$ cat src/rtl/tsptc_pkg.sv
package tsptc_pkg;

  localparam int VERTEX_BITS = 6;
  localparam int INPUT_DIST_BITS = 16;
  localparam int COUNT_BITS = 7;
  localparam int COST_BITS = 22;

  localparam logic [COST_BITS-1:0] COST_MAX = '1;
  localparam logic [COUNT_BITS-1:0] POS_MAX = '1;
  localparam logic [COUNT_BITS-1:0] VCOUNT_RESET = 7'd64;

  localparam logic FUNC_EDGE = 1'b0;
  localparam logic FUNC_TOUR = 1'b1;

  typedef struct packed {
    logic                       func;
    logic [VERTEX_BITS-1:0]     edge_from;
    logic [VERTEX_BITS-1:0]     edge_to;
    logic [INPUT_DIST_BITS-1:0] edge_distance;
    logic [VERTEX_BITS-1:0]     tour_vertex;
    logic                       tour_last;
  } in_item_t;

  typedef struct packed {
    logic [COST_BITS-1:0] tour_cost;
    logic                 tour_valid;
  } out_item_t;

  // One access to the edge table: a write or a read of the entry src->dst.
  typedef struct packed {
    logic                   we;
    logic                   re;
    logic [VERTEX_BITS-1:0] src;
    logic [VERTEX_BITS-1:0] dst;
  } edge_req_t;

  typedef struct packed {
    logic in_range;
    logic repeat_hit;
  } visit_stat_t;

  typedef enum logic [1:0] {
    ST_IDLE,
    ST_STEP,
    ST_CLOSE
  } state_t;

endpackage

$ cat src/rtl/tsptc_visit.sv
module tsptc_visit #(
  parameter int MAX_VERTICES = 64
) (
  input  logic                   clk,
  input  logic                   rst_n,
  input  logic [5:0]             vertex,
  input  logic [6:0]             vcount,
  input  logic                   set_en,
  input  logic                   clr_en,
  output tsptc_pkg::visit_stat_t stat,
  output logic                   busy
);

  localparam int VW = $clog2(MAX_VERTICES);
  localparam int EW = 4;

  // Each entry holds the number of the tour that last visited the vertex. A vertex
  // counts as visited when its entry matches the number of the current tour.
  logic [EW-1:0]  tag_mem [MAX_VERTICES];
  logic [EW-1:0]  tag_rd_r;
  logic           in_range_r;
  logic [EW-1:0]  epoch_r, epoch_nxt;
  logic           sweep_r, sweep_nxt;
  logic [VW-1:0]  sweep_addr_r, sweep_addr_nxt;
  logic [VW+5:0]  vert_ext;
  logic [VW-1:0]  idx;
  logic           in_range;

  assign vert_ext = (VW + 6)'(vertex);
  assign idx      = vert_ext[VW-1:0];
  assign in_range = ({1'b0, vertex} < vcount) && (int'(vertex) < MAX_VERTICES);

  // The status belongs to the last vertex beat taken and is valid in the next cycle.
  assign stat.in_range   = in_range_r;
  assign stat.repeat_hit = in_range_r && (tag_rd_r == epoch_r);
  assign busy            = sweep_r;

  always_comb begin
    epoch_nxt      = epoch_r;
    sweep_nxt      = sweep_r;
    sweep_addr_nxt = sweep_addr_r;
    if (sweep_r) begin
      if (sweep_addr_r == VW'(MAX_VERTICES - 1)) begin
        sweep_nxt = 1'b0;
      end else begin
        sweep_addr_nxt = sweep_addr_r + VW'(1);
      end
    end else if (clr_en) begin
      if (epoch_r == '1) begin
        // Tour numbers are used up: clear every entry and start over at one.
        epoch_nxt      = EW'(1);
        sweep_nxt      = 1'b1;
        sweep_addr_nxt = '0;
      end else begin
        epoch_nxt = epoch_r + EW'(1);
      end
    end
  end

  always_ff @(posedge clk) begin
    if (!rst_n) begin
      epoch_r      <= EW'(1);
      sweep_r      <= 1'b1;
      sweep_addr_r <= '0;
      in_range_r   <= 1'b0;
    end else begin
      epoch_r      <= epoch_nxt;
      sweep_r      <= sweep_nxt;
      sweep_addr_r <= sweep_addr_nxt;
      if (set_en) begin
        in_range_r <= in_range;
      end
    end
  end

  always_ff @(posedge clk) begin
    if (sweep_r) begin
      tag_mem[sweep_addr_r] <= '0;
    end else if (set_en && in_range) begin
      tag_mem[idx] <= epoch_r;
    end
    if (set_en && in_range) begin
      tag_rd_r <= tag_mem[idx];
    end
  end

endmodule
$ cat config.mk
export PLATFORM = sky130hd
export DESIGN_NAME = tsptc_visit
export DESIGN_NICKNAME = d
export VERILOG_FILES = /design/src/rtl/tsptc_pkg.sv /design/src/rtl/tsptc_visit.sv
export SDC_FILE = /design/constraint.sdc
export NUM_CORES = 1
export LEC_CHECK = 0
export BUFFER_PORTS_ARGS = -buffer_cell sky130_fd_sc_hd__buf_2
export CORE_ASPECT_RATIO = 1.4
export CORE_MARGIN = 2
export CORE_UTILIZATION = 30
export DETAILED_ROUTE_END_ITERATION = 12
export PLACE_DENSITY = 0.53
export SYNTH_ARGS = -nofsm -noshare
export SYNTH_HDL_FRONTEND = slang
export SYNTH_SLANG_ARGS = --single-unit
export TNS_END_PERCENT = 30
$ cat constraint.sdc
create_clock -name clk -period 4.4 [get_ports clk]
set_input_delay 0.66 -clock clk [delete_from_list [all_inputs] [get_ports clk]]
set_output_delay 0.66 -clock clk [all_outputs]
set_load 0.02 [all_outputs]
# Word level (Yosys, flattened, before mapping)
# Memory sizes are Yosys's and may differ from the RTL's. A register that Yosys moved wholly into a read port is not among the register bits.
# Cells that the tools add are included.
dict set report word_totals {
  word_cells 37
  regBits 12
  n_memories 1
  mem_bits_rw 256
  mem_bits_ro 0
  input_bits 17
  latch_bits 0
}
# memory depth word_bits read_ports rd_clocked_by_memory_dff write_ports line_no
set mem_list {}
lappend mem_list {tag_mem 64 4 1 1 1 tsptc_visit.sv:19} ;# logic [EW-1:0] tag_mem [MAX_VERTICES];
dict set report op_classes {
  n_div 0
  shift 0
  mul 0
  bitwise_logic 1
  magnitude_cmp 1
  addsub 2
  mux 17
  reduce_logical 7
  n_eq_ne 4
}
# cell count
set op_table {}
lappend op_table {{$mux W6} 5}
lappend op_table {{$mux W1} 10}
lappend op_table {{$mux W4} 2}
lappend op_table {{$lt A6 B7 Y1} 1}
lappend op_table {{$add A6 B1 Y6 const B} 1}
lappend op_table {{$eq A6 B6 Y1 const B} 1}
lappend op_table {{$add A4 B1 Y4 const B} 1}
lappend op_table {{$eq A4 B4 Y1} 1}
lappend op_table {{$eq A4 B4 Y1 const B} 1}
lappend op_table {{$reduce_bool A2 Y1} 2}
lappend op_table {{$reduce_or A4 Y1} 1}
lappend op_table {{$reduce_and A3 Y1} 1}
lappend op_table {{$logic_and A1 B1 Y1} 2}
lappend op_table {{$ne A2 B2 Y1 const B} 1}
lappend op_table {{$reduce_and A2 Y1} 1}
lappend op_table {{$not A1 Y1} 1}

# Longest topological paths before layout
# Gate-level depths: netlist (run 1).
dict set report logic_depth {
  depth_word 7
  ltp_mapped 10
  ltp_nobuf 8
}

# Least setup slack after synthesis (run 1)
# OpenSTA, ideal clock, no wires.
dict set report synth_timing {
  path_kind {input -> register}
  startpoint {in vcount[4]}
  endpoint {mem tag_mem[0][0] (data pin)}
  t_required_ps 4033
  setup_slack_ps 996
  arrival_time_ps 3037
  cell_stages 9
  path_cell_list {inv_1 ha_1 a21o_1 a21oi_1 o21ai_0 a211oi_4 buf_6 buf_6 and2_1}
}
dict set report synth_via {
  elab_chain_cells 7
}
# item line_no
set synth_rtl {}
lappend synth_rtl {{start: declaration} tsptc_visit.sv:7} ;# input logic [6:0] vcount,
lappend synth_rtl {{$lt A6 B7 Y1} tsptc_visit.sv:31} ;# assign in_range = ({1'b0, vertex} < vcount) && (int'(vertex) < MAX_VERTICES);
lappend synth_rtl {{$logic_and A1 B1 Y1} tsptc_visit.sv:79} ;# end else if (set_en && in_range) begin
lappend synth_rtl {{$mux W1} tsptc_visit.sv:79}
lappend synth_rtl {{$mux W1} tsptc_visit.sv:77} ;# if (sweep_r) begin
lappend synth_rtl {{$mux W1 (not written as such)} tsptc_visit.sv:80} ;# tag_mem[idx] <= epoch_r;
lappend synth_rtl {{$reduce_or A4 Y1 (no source line)} --}
lappend synth_rtl {{$mux W4 (no source line)} --}
lappend synth_rtl {{end: declaration} tsptc_visit.sv:19}
# No other way between the ends.

# Final worst setup path (run 1)
dict set report layout_timing {
  startpoint {in vertex[4]}
  endpoint {mem tag_mem[7][2], enable pin}
}
dict set report layout_via {
  elab_chain_cells 7
  word_cells_on_any_way 8
}
# item line_no
set layout_rtl {}
lappend layout_rtl {{start: declaration} tsptc_visit.sv:6} ;# input logic [5:0] vertex,
lappend layout_rtl {{$lt A6 B7 Y1} tsptc_visit.sv:31}
lappend layout_rtl {{$logic_and A1 B1 Y1} tsptc_visit.sv:79}
lappend layout_rtl {{$mux W1} tsptc_visit.sv:79}
lappend layout_rtl {{$mux W1} tsptc_visit.sv:77}
lappend layout_rtl {{$mux W1 (not written as such)} tsptc_visit.sv:80}
lappend layout_rtl {{$reduce_or A4 Y1 (no source line)} --}
lappend layout_rtl {{$mux W6 (no source line) / $mux W1 (equally long branches)} --}
# Several ways; a longest one is shown, not always the timed one.

==> results.py, run 1 <==
metrics = {
    "logic_synthesis": {
        "synth_common_cells": "edfxtp_1 (260), nor2_1 (84), mux4_2 (61), nand2_1 (30), mux2i_1 (26)",
        "synth_compound_area_share_pct": 3.93,
        "synth-main-ff-cell": "edfxtp_1",
        "yosys.area_share.simple_pct": 7.49,
        "synth_area_mm2": 0.0115,
        "ys_ff_latch": 272,
        "netlist.area_leader.share_pct": 67.9,
        "yosys_warnings": 0,
        "muxShareOfSynthArea_pct": 15.2,
        "syn_inst": 675,
        "synthDistinctLibCells": 48,
        "synth_seq_area_share_pct": 70.0,
        "syn_area_per_cell_um2": 17.0,
        "synthTopCellsByArea": "edfxtp_1 (68%), mux4_2 (12%), nor2_1 (2.7%), mux2i_1 (2.3%), dfxtp_1 (2.1%)",
        "synth_fa_ha_area_share_pct": 0.762,
        "synth_top_family_by_area": "multiplexers",
        "ys_async_sr_fraction_pct": 0,
        "synth-xor-area-share_pct": 0.762,
        "synth_nets": 699,
        "yosysMostFrequentCell": "edfxtp_1",
        "synth_edf_count": 260,
        "synth_largest_area_cell": "edfxtp_1",
    },
    "grt": {
        "antenna_found_initial": 0,
        "grt_pass1_wl_mm": 40.4,
        "grt_max_degree": 80,
        "overflow": 0,
        "grt_pass1_vias": 6259,
        "grtUsageTotal_pct": 13.6,
    },
    "critical_path": {
        "setup.worst_path.start": "vertex[4]",
        "rrSetupSlack_ns": 1.73,
        "path_class": "input port to flop",
        "path_buf_inv": 2,
        "r2r-start": "busy",
        "critPathTopFamily": "compound AO/OA/AOI/OAI gates",
        "reg2reg_to": "tag_mem[58][2]",
        "cp_max_fo": 18,
        "reg2regPathDepth": 4,
        "cp_data_required_time_ns": 4.62,
        "worstSetupStartpointType": "input port",
        "end_kind": "flop",
        "crit_path_max_incr_delay_ns": 0.73,
        "arrival_ns": 3.42,
        "path_cells": "buf_2, ha_1, a21o_1, a21oi_1, o21ai_0, a211oi_4, buf_4, mux2i_1, nor2_1",
        "cp_slowest_cell": "mux2i_1",
    },
    "hold_path": {
        "min_to": "epoch_r[0]",
        "hold_start": "rst_n",
        "hold_class": "input port to flop",
        "min_path_cells": 2,
    },
    "timing": {
        "setup_tns_ns": 0,
        "rsz0062_at_grt": "false",
        "drv_slew": 0,
        "fin_skew_ns": 0.0218,
        "hold_violations": 0,
        "relSlewSlack_pct": 18.9,
        "min_period_ns": 3.20,
        "final.period_utilization_pct": 72.8,
        "setup_viol": 0,
        "fmax_ghz": 0.312,
        "worst_pin_slew_ns": 1.21,
    },
    "placement": {
        "routabilityCongestion": 0.792,
        "placed_area_mm2": 0.0121,
        "port-buffer-count": 19,
        "dp_hpwl_mm": 17.8,
    },
    "finish": {
        "drive_gt1_share_pct": 22.2,
        "design_area_mm2": 0.0131,
        "fin_nets": 727,
        "fillCellCount": 3558,
        "final_util_pct": 34.7,
        "area_growth_pct": 13.7,
        "antenna_cells": 0,
    },
    "drt": {
        "antenna_left": 0,
        "wire_per_inst_um": 22.6,
        "avgViaCountPerCell": 5.00,
        "drt_iter0_markers": 406,
        "dr.pass1.iters": 4,
        "wl_mm": 27.1,
        "drc": 0,
        "dr_total_vias": 5974,
    },
    "clocking": {
        "clockBufferDepth": 3,
        "htree_levels": 1,
        "clk_latency_ns": 0.54,
        "cts_root_buffer": "clkbuf_16",
        "clk_pin_slew_worst_paths_ns": 0.06,
        "cts_resized": 0,
        "cts_sinks": 272,
        "numCtsBuffers": 27,
        "cts_tree": "done",
        "cts_setup_buffers": 0,
        "ctsHoldBuffers": 0,
    },
    "floorplan": {
        "dieHeight_um": 236,
        "start_util_pct": 30.5,
        "io_pins": 20,
        "dieArea_mm2": 0.0399,
        "core_mm2": 0.0376,
        "core.rowCount": 84,
        "die_w_um": 169,
    },
    "pwr": {
        "cellLeakagePower_nw": 4.44,
        "ir_drop_mv": 0.324,
        "powerDensity_mw_per_mm2": 415,
    },
    "outcome": {
        "status": "finished, final reports clean",
    },
    "run": {
        "cap_viol_max_count": 0,
    },
}
-- power breakdown --
part	total, mW	switching (mW)	internal, mW
logic	0.222	0.138	0.0842
registers	2.83	0.0147	2.81
clock network	2.38	0.956	1.42
-- area by class of cell --
| class | instances | area (µm²) | share of cell area (%) |
|---|---|---|---|
| Sequential cell | 272 | 8050 | 61.6 |
| Multi-Input combinational cell | 361 | 3240 | 24.8 |
| Clock buffer | 30 | 687 | 5.26 |
| Tap cell | 473 | 592 | 4.53 |
| Timing Repair Buffer | 35 | 243 | 1.86 |
| Clock inverter | 18 | 233 | 1.78 |
| Inverter | 6 | 22.5 | 0.172 |
-- layer usage --
layer | routed length (µm) | track usage [%] | part of all wire, % | vias up
li1 | - | - | - | 2716
met1 | 11000 | 17.1 | 41 | 3091
met2 | 14300 | 24.2 | 53 | 130
met3 | 959 | 1.56 | 3.5 | 37
met4 | 752 | 4.64 | 2.8 | 0
met5 | 0 | 0 | 0 | -
-- cell usage in the layout, fill, tap and decap left out, drive strengths merged, types with 2 or more instances in the layout --
master,n
clkbuf,30
o21a,2
and2,12
a221oi,2
xnor2,5
nand3,10
nor4,3
nand2b,13
a32oi,4
nand4,4
mux4,61
edfxtp,260
o21ai,11
a31oi,4
ha,7
a2111oi,3
clkinvlp,2
or3,2
mux2i,26
clkinv,11
nand2,30
a21oi,11
and3,4
dfxtp,12
a22oi,4
buf,35
inv,6
o22ai,12
a21o,3
nor2b,13
mux2,10
bufinv,5
xor2,5
nor2,84
a21boi,2
nor3,6
-- cell families after synthesis --
group / Yosys count
flops: 272
xor+xnor: 10
buf+inv: 42
mux: 97
compound gates: 62
fa+ha+maj: 7
simple gates: 185
-- per-stage QoR --
stage               hold slack, ns  total power, mW  instances  setup WS (ns)
finish                       0.374             5.43       1195           1.20
CTS                          0.358             5.48       1195           1.17
global placement             0.598             3.11       1147          0.620
floorplan                    0.532             3.03        675          0.996
global route                 0.376             5.59       1195          0.939
detailed placement           0.607             3.11       1147          0.590
-- registers in the layout, summed over array words and instances, names as in the netlist --
| signal | flops |
|---|---|
| busy | 1 |
| epoch_r | 4 |
| in_range_r | 1 |
| sweep_addr_r | 6 |
| tag_mem | 256 |
| tag_rd_r | 4 |
-- how the worst max path moves through the flow --
stage | endpoint | slack, ns | cells past startpoint
after CTS | tag_mem[7][2] | 1.17 | 9
after global routing | tag_mem[7][2] | 0.94 | 9
after global placement | tag_mem[1][3] | 0.62 | 9
final | tag_mem[7][2] | 1.20 | 9
after floorplan | tag_mem[0][0] | 1.0 | 9
after detailed placement | tag_mem[1][3] | 0.59 | 9
(Power assumes the default switching activity.)
==> run 2, diff against run 1 <==
==> constraint.sdc (replaced) <==
create_clock -name clk -period 3.15 [get_ports clk]
set_input_delay 0.4725 -clock clk [delete_from_list [all_inputs] [get_ports clk]]
set_output_delay 0.4725 -clock clk [all_outputs]
set_load 0.02 [all_outputs]
==> results.py, run 2 (same netlist as run 1, synthesis figures left out) <==
metrics = {
    "outcome": {
        "status": "finished, final reports clean",
    },
    "clocking": {
        "cts_setup_buffers": 0,
        "ctsHoldBuffers": 0,
        "cts_tree": "done",
        "clk_pin_slew_worst_paths_ns": 0.07,
        "cts_root_buffer": "clkbuf_16",
        "clockBufferDepth": 3,
        "numCtsBuffers": 26,
        "clk_latency_ns": 0.53,
        "cts_sinks": 272,
        "cts_resized": 0,
        "htree_levels": 1,
    },
    "floorplan": {
        "core_mm2": 0.0376,
        "io_pins": 20,
        "core.rowCount": 84,
        "dieHeight_um": 236,
        "die_w_um": 169,
        "dieArea_mm2": 0.0399,
        "start_util_pct": 30.5,
    },
    "pwr": {
        "cellLeakagePower_nw": 4.51,
        "ir_drop_mv": 0.341,
        "pwr-share-comb_pct": 4.6,
        "p_seq_share_pct": 54.1,
        "clkPwrFrac_pct": 41.4,
        "p_int_mw": 5.78,
        "p_sw_mw": 1.52,
        "powerDensity_mw_per_mm2": 554,
        "swShare_pct": 20.9,
    },
    "grt": {
        "antenna_found_initial": 0,
        "grt_pass1_wl_mm": 40.4,
        "overflow": 0,
        "grtUsageTotal_pct": 13.4,
        "grt_pass1_vias": 6227,
        "grt_max_degree": 53,
    },
    "placement": {
        "port-buffer-count": 19,
        "dp_hpwl_mm": 17.8,
        "placed_area_mm2": 0.0124,
        "routabilityCongestion": 0.792,
    },
    "finish": {
        "final_common_cell": "edfxtp_1",
        "area_growth_pct": 14.7,
        "final_cell_mix": "edfxtp_1 (260), nor2_1 (84), mux4_2 (61), nand2_1 (30), buf_4 (28)",
        "largest_reg_flops": 256,
        "antenna_cells": 0,
        "design_area_mm2": 0.0132,
        "reg_top3": "tag_mem (256), sweep_addr_r (6)",
        "top_register": "tag_mem",
        "drive_gt1_share_pct": 23.3,
        "fillCellCount": 3555,
        "fin_nets": 745,
    },
    "timing": {
        "fin_skew_ns": 0.0127,
        "fmax_ghz": 0.373,
        "drv_slew": 0,
        "relSlewSlack_pct": 25.2,
        "setup_tns_ns": 0,
        "worst_pin_slew_ns": 1.12,
        "setup_viol": 0,
        "min_period_ns": 2.68,
        "hold_violations": 0,
        "final.period_utilization_pct": 85.1,
        "rsz0062_at_grt": "false",
    },
    "run": {
        "cap_viol_max_count": 0,
    },
    "drt": {
        "drt_iter0_markers": 423,
        "avgViaCountPerCell": 5.02,
        "drc": 0,
        "antenna_left": 0,
        "dr.pass1.iters": 5,
        "dr_total_vias": 6085,
        "wire_per_inst_um": 22.2,
        "wl_mm": 26.8,
    },
    "critical_path": {
        "cp_data_required_time_ns": 3.38,
        "cp.depth": 9,
        "path_cells": "buf_2, ha_1, a21o_1, a21oi_1, o21ai_0, a211oi_4, buf_12, mux2i_1, nor2_1",
        "cp_slowest_cell": "mux2i_1",
        "end_kind": "flop",
        "arrival_ns": 2.91,
        "worstSetupStartpointType": "input port",
        "path_class": "input port to flop",
        "path_buf_inv": 2,
        "reg2regPathDepth": 4,
        "critPathTopFamily": "compound AO/OA/AOI/OAI gates",
        "crit_path_max_incr_delay_ns": 0.74,
        "cp_max_fo": 25,
    },
    "hold_path": {
        "min_path_cells": 2,
        "hold_class": "input port to flop",
    },
}
## run 2: cell count changes in the layout (fill, tap and decap cells not counted)
| cell | before | now |
|---|---|---|
| buf_4 | 15 | 28 |
| buf_12 | 2 | 8 |
| clkinv_1 | 2 | 6 |
| bufinv_16 | 5 | 2 |
| clkinv_4 | 4 | 2 |
| clkinvlp_4 | 2 | 0 |
## run 2: metrics by stage
| step | power [mW] | util (%) | cells | hold WS, ns | setup WS, ns |
|---|---|---|---|---|---|
| after global routing | 7.53 | 35.0 | 1211 | 0.185 | 0.337 |
| after CTS | 7.38 | 35.0 | 1211 | 0.170 | 0.501 |
| after global placement | 4.36 | 32.9 | 1166 | 0.582 | -0.0243 |
| after detailed placement | 4.37 | 32.9 | 1166 | 0.588 | -0.0753 |
| final | 7.30 | 35.0 | 1211 | 0.191 | 0.468 |
| after floorplan | 4.23 | - | 675 | 0.531 | 0.365 |
## run 2: per-layer routing
layer  vias to the layer above  track usage, %  part of all wire (%)
met5                         -               0                     0
met4                         0            3.68                   1.9
met3                        33            1.45                   3.2
met2                       119            24.8                    54
met1                      3178            16.5                    41
li1                       2755               -                     -
## run 2: layout make-up
cell class                 count  area [µm²]  area share (%)
timing repair buffer          54         460            3.49
clock inverter                15         125           0.949
tap                          473         592            4.49
sequential                   272        8050            61.1
multi-input combinational    361        3240            24.6
clock buffer                  30         687            5.21
inverter                       6        22.5           0.171
## run 2: worst paths after layout
path	slack [ns]	startpoint	endpoint
max	0.47	vertex[4]	tag_mem[17][3]
min	0.19	rst_n	epoch_r[0]
max reg2reg	0.84	busy	tag_mem[62][0]
min reg2reg	0.60	epoch_r[1]	epoch_r[1]
## run 2: power by group through the flow
| stage | clock network, mW | registers, mW | logic [mW] |
|---|---|---|---|
| final | 3.02 | 3.95 | 0.333 |
| after global routing | 3.23 | 3.95 | 0.358 |
| after CTS | 3.09 | 3.95 | 0.340 |
| after detailed placement | 0 | 4.03 | 0.339 |
| after global placement | 0 | 4.03 | 0.339 |
| after floorplan | 0 | 4.01 | 0.217 |
==> run 3, diff against run 2 <==
--- a/config.mk
+++ b/config.mk
@@ -11,6 +11,7 @@
 export CORE_UTILIZATION = 30
 export DETAILED_ROUTE_END_ITERATION = 12
 export PLACE_DENSITY = 0.53
+export RECOVER_POWER = 25
 export SYNTH_ARGS = -nofsm -noshare
 export SYNTH_HDL_FRONTEND = slang
 export SYNTH_SLANG_ARGS = --single-unit
==> results.py, run 3 (same netlist as run 1, synthesis figures left out) <==
metrics = {
    "placement": {
        "placed_area_mm2": 0.0124,
        "routabilityCongestion": 0.792,
        "port-buffer-count": 19,
        "pre_cts_slack_ns": -0.0753,
        "dp_hpwl_mm": 17.8,
    },
    "finish": {
        "fin_nets": 745,
        "final_cell_mix": "edfxtp_1 (260), nor2_1 (84), mux4_2 (61), nand2_1 (30), clkbuf_16 (27)",
        "antenna_cells": 0,
        "final_util_pct": 34.9,
        "top_register": "tag_mem",
        "largest_reg_flops": 256,
        "area_growth_pct": 14.3,
        "design_area_mm2": 0.0131,
        "reg_top3": "tag_mem (256), sweep_addr_r (6)",
        "drive_gt1_share_pct": 22.1,
        "final_common_cell": "edfxtp_1",
    },
    "floorplan": {
        "die_w_um": 169,
        "core_mm2": 0.0376,
        "core.rowCount": 84,
        "start_util_pct": 30.5,
        "dieHeight_um": 236,
        "dieArea_mm2": 0.0399,
        "io_pins": 20,
    },
    "clocking": {
        "cts_root_buffer": "clkbuf_16",
        "cts_resized": 0,
        "ctsHoldBuffers": 0,
        "clockBufferDepth": 3,
        "clk_pin_slew_worst_paths_ns": 0.07,
        "htree_levels": 1,
        "cts_setup_buffers": 0,
        "clk_latency_ns": 0.54,
        "numCtsBuffers": 26,
        "cts_sinks": 272,
        "cts_tree": "done",
    },
    "critical_path": {
        "cp_slowest_cell": "a32oi_1",
        "cp_data_required_time_ns": 3.36,
        "crit_path_max_incr_delay_ns": 0.82,
        "path_cells": "clkbuf_1, ha_1, a21o_1, a21oi_1, o21ai_0, a211oi_4, buf_12, a32oi_1, nor2_1",
        "path_buf_inv": 2,
        "critPathTopFamily": "compound AO/OA/AOI/OAI gates",
        "worstSetupStartpointType": "input port",
        "end_kind": "flop",
        "cp_max_fo": 25,
        "path_class": "input port to flop",
        "arrival_ns": 2.95,
        "rrSetupSlack_ns": 0.84,
    },
    "timing": {
        "fmax_ghz": 0.365,
        "setup_viol": 0,
        "min_period_ns": 2.74,
        "drv_slew": 0,
        "setup_slack_ns": 0.412,
        "worst_pin_slew_ns": 1.13,
        "fin_skew_ns": 0.0140,
        "relSlewSlack_pct": 24.5,
        "hold_violations": 0,
        "rsz0062_at_grt": "false",
        "final.period_utilization_pct": 86.9,
        "setup_tns_ns": 0,
    },
    "run": {
        "cap_viol_max_count": 0,
    },
    "hold_path": {
        "hold_class": "input port to flop",
    },
    "drt": {
        "antenna_left": 0,
        "dr_total_vias": 6059,
        "wire_per_inst_um": 22.1,
        "dr.pass1.iters": 5,
        "drt_iter0_markers": 437,
        "drc": 0,
        "avgViaCountPerCell": 5.00,
        "wl_mm": 26.8,
    },
    "grt": {
        "grtUsageTotal_pct": 13.4,
        "grt_max_degree": 53,
        "grt_pass1_wl_mm": 40.4,
        "grt_pass1_vias": 6227,
        "overflow": 0,
        "antenna_found_initial": 0,
    },
    "outcome": {
        "status": "finished, final reports clean",
    },
    "pwr": {
        "cellLeakagePower_nw": 4.47,
        "powerDensity_mw_per_mm2": 556,
        "ir_drop_mv": 0.342,
    },
}
-- run 3: worst paths after layout --
path,to,from,cells after the start
max,tag_mem[62][0],vertex[3],9
min,epoch_r[0],rst_n,2
max reg2reg,tag_mem[62][0],busy,4
min reg2reg,epoch_r[3],epoch_r[3],2
-- run 3: layer usage --
metal  track usage [%]  vias up  part of all wire, %
met2              24.8      119                   54
met5                 0        -                    0
li1                  -     2756                    -
met1              16.5     3151                   41
met4              3.68        0                  1.9
met3              1.45       33                  3.1
-- run 3: final cells by class --
type,count,area (µm²)
clock buffer,30,687
inverter,6,22.5
tap,473,592
clock inverter,15,125
timing repair buffer,54,417
multi-input combinational,361,3240
sequential,272,8050
fill,3561,24500
-- run 3: stage by stage --
step	power (mW)	std cells	hold WS (ns)
final	7.30	1211	0.192
after global routing	7.53	1211	0.185
after CTS	7.38	1211	0.170
after detailed placement	4.37	1166	0.588
after global placement	4.36	1166	0.582
after floorplan	4.23	675	0.531
-- run 3: power by group --
group	switching (mW)	leakage, nW	total [mW]	internal (mW)
clock	1.31	0.402	3.02	1.72
combinational	0.201	1.28	0.331	0.130
sequential	0.0186	2.79	3.95	3.93
total	1.52	4.47	7.30	5.78
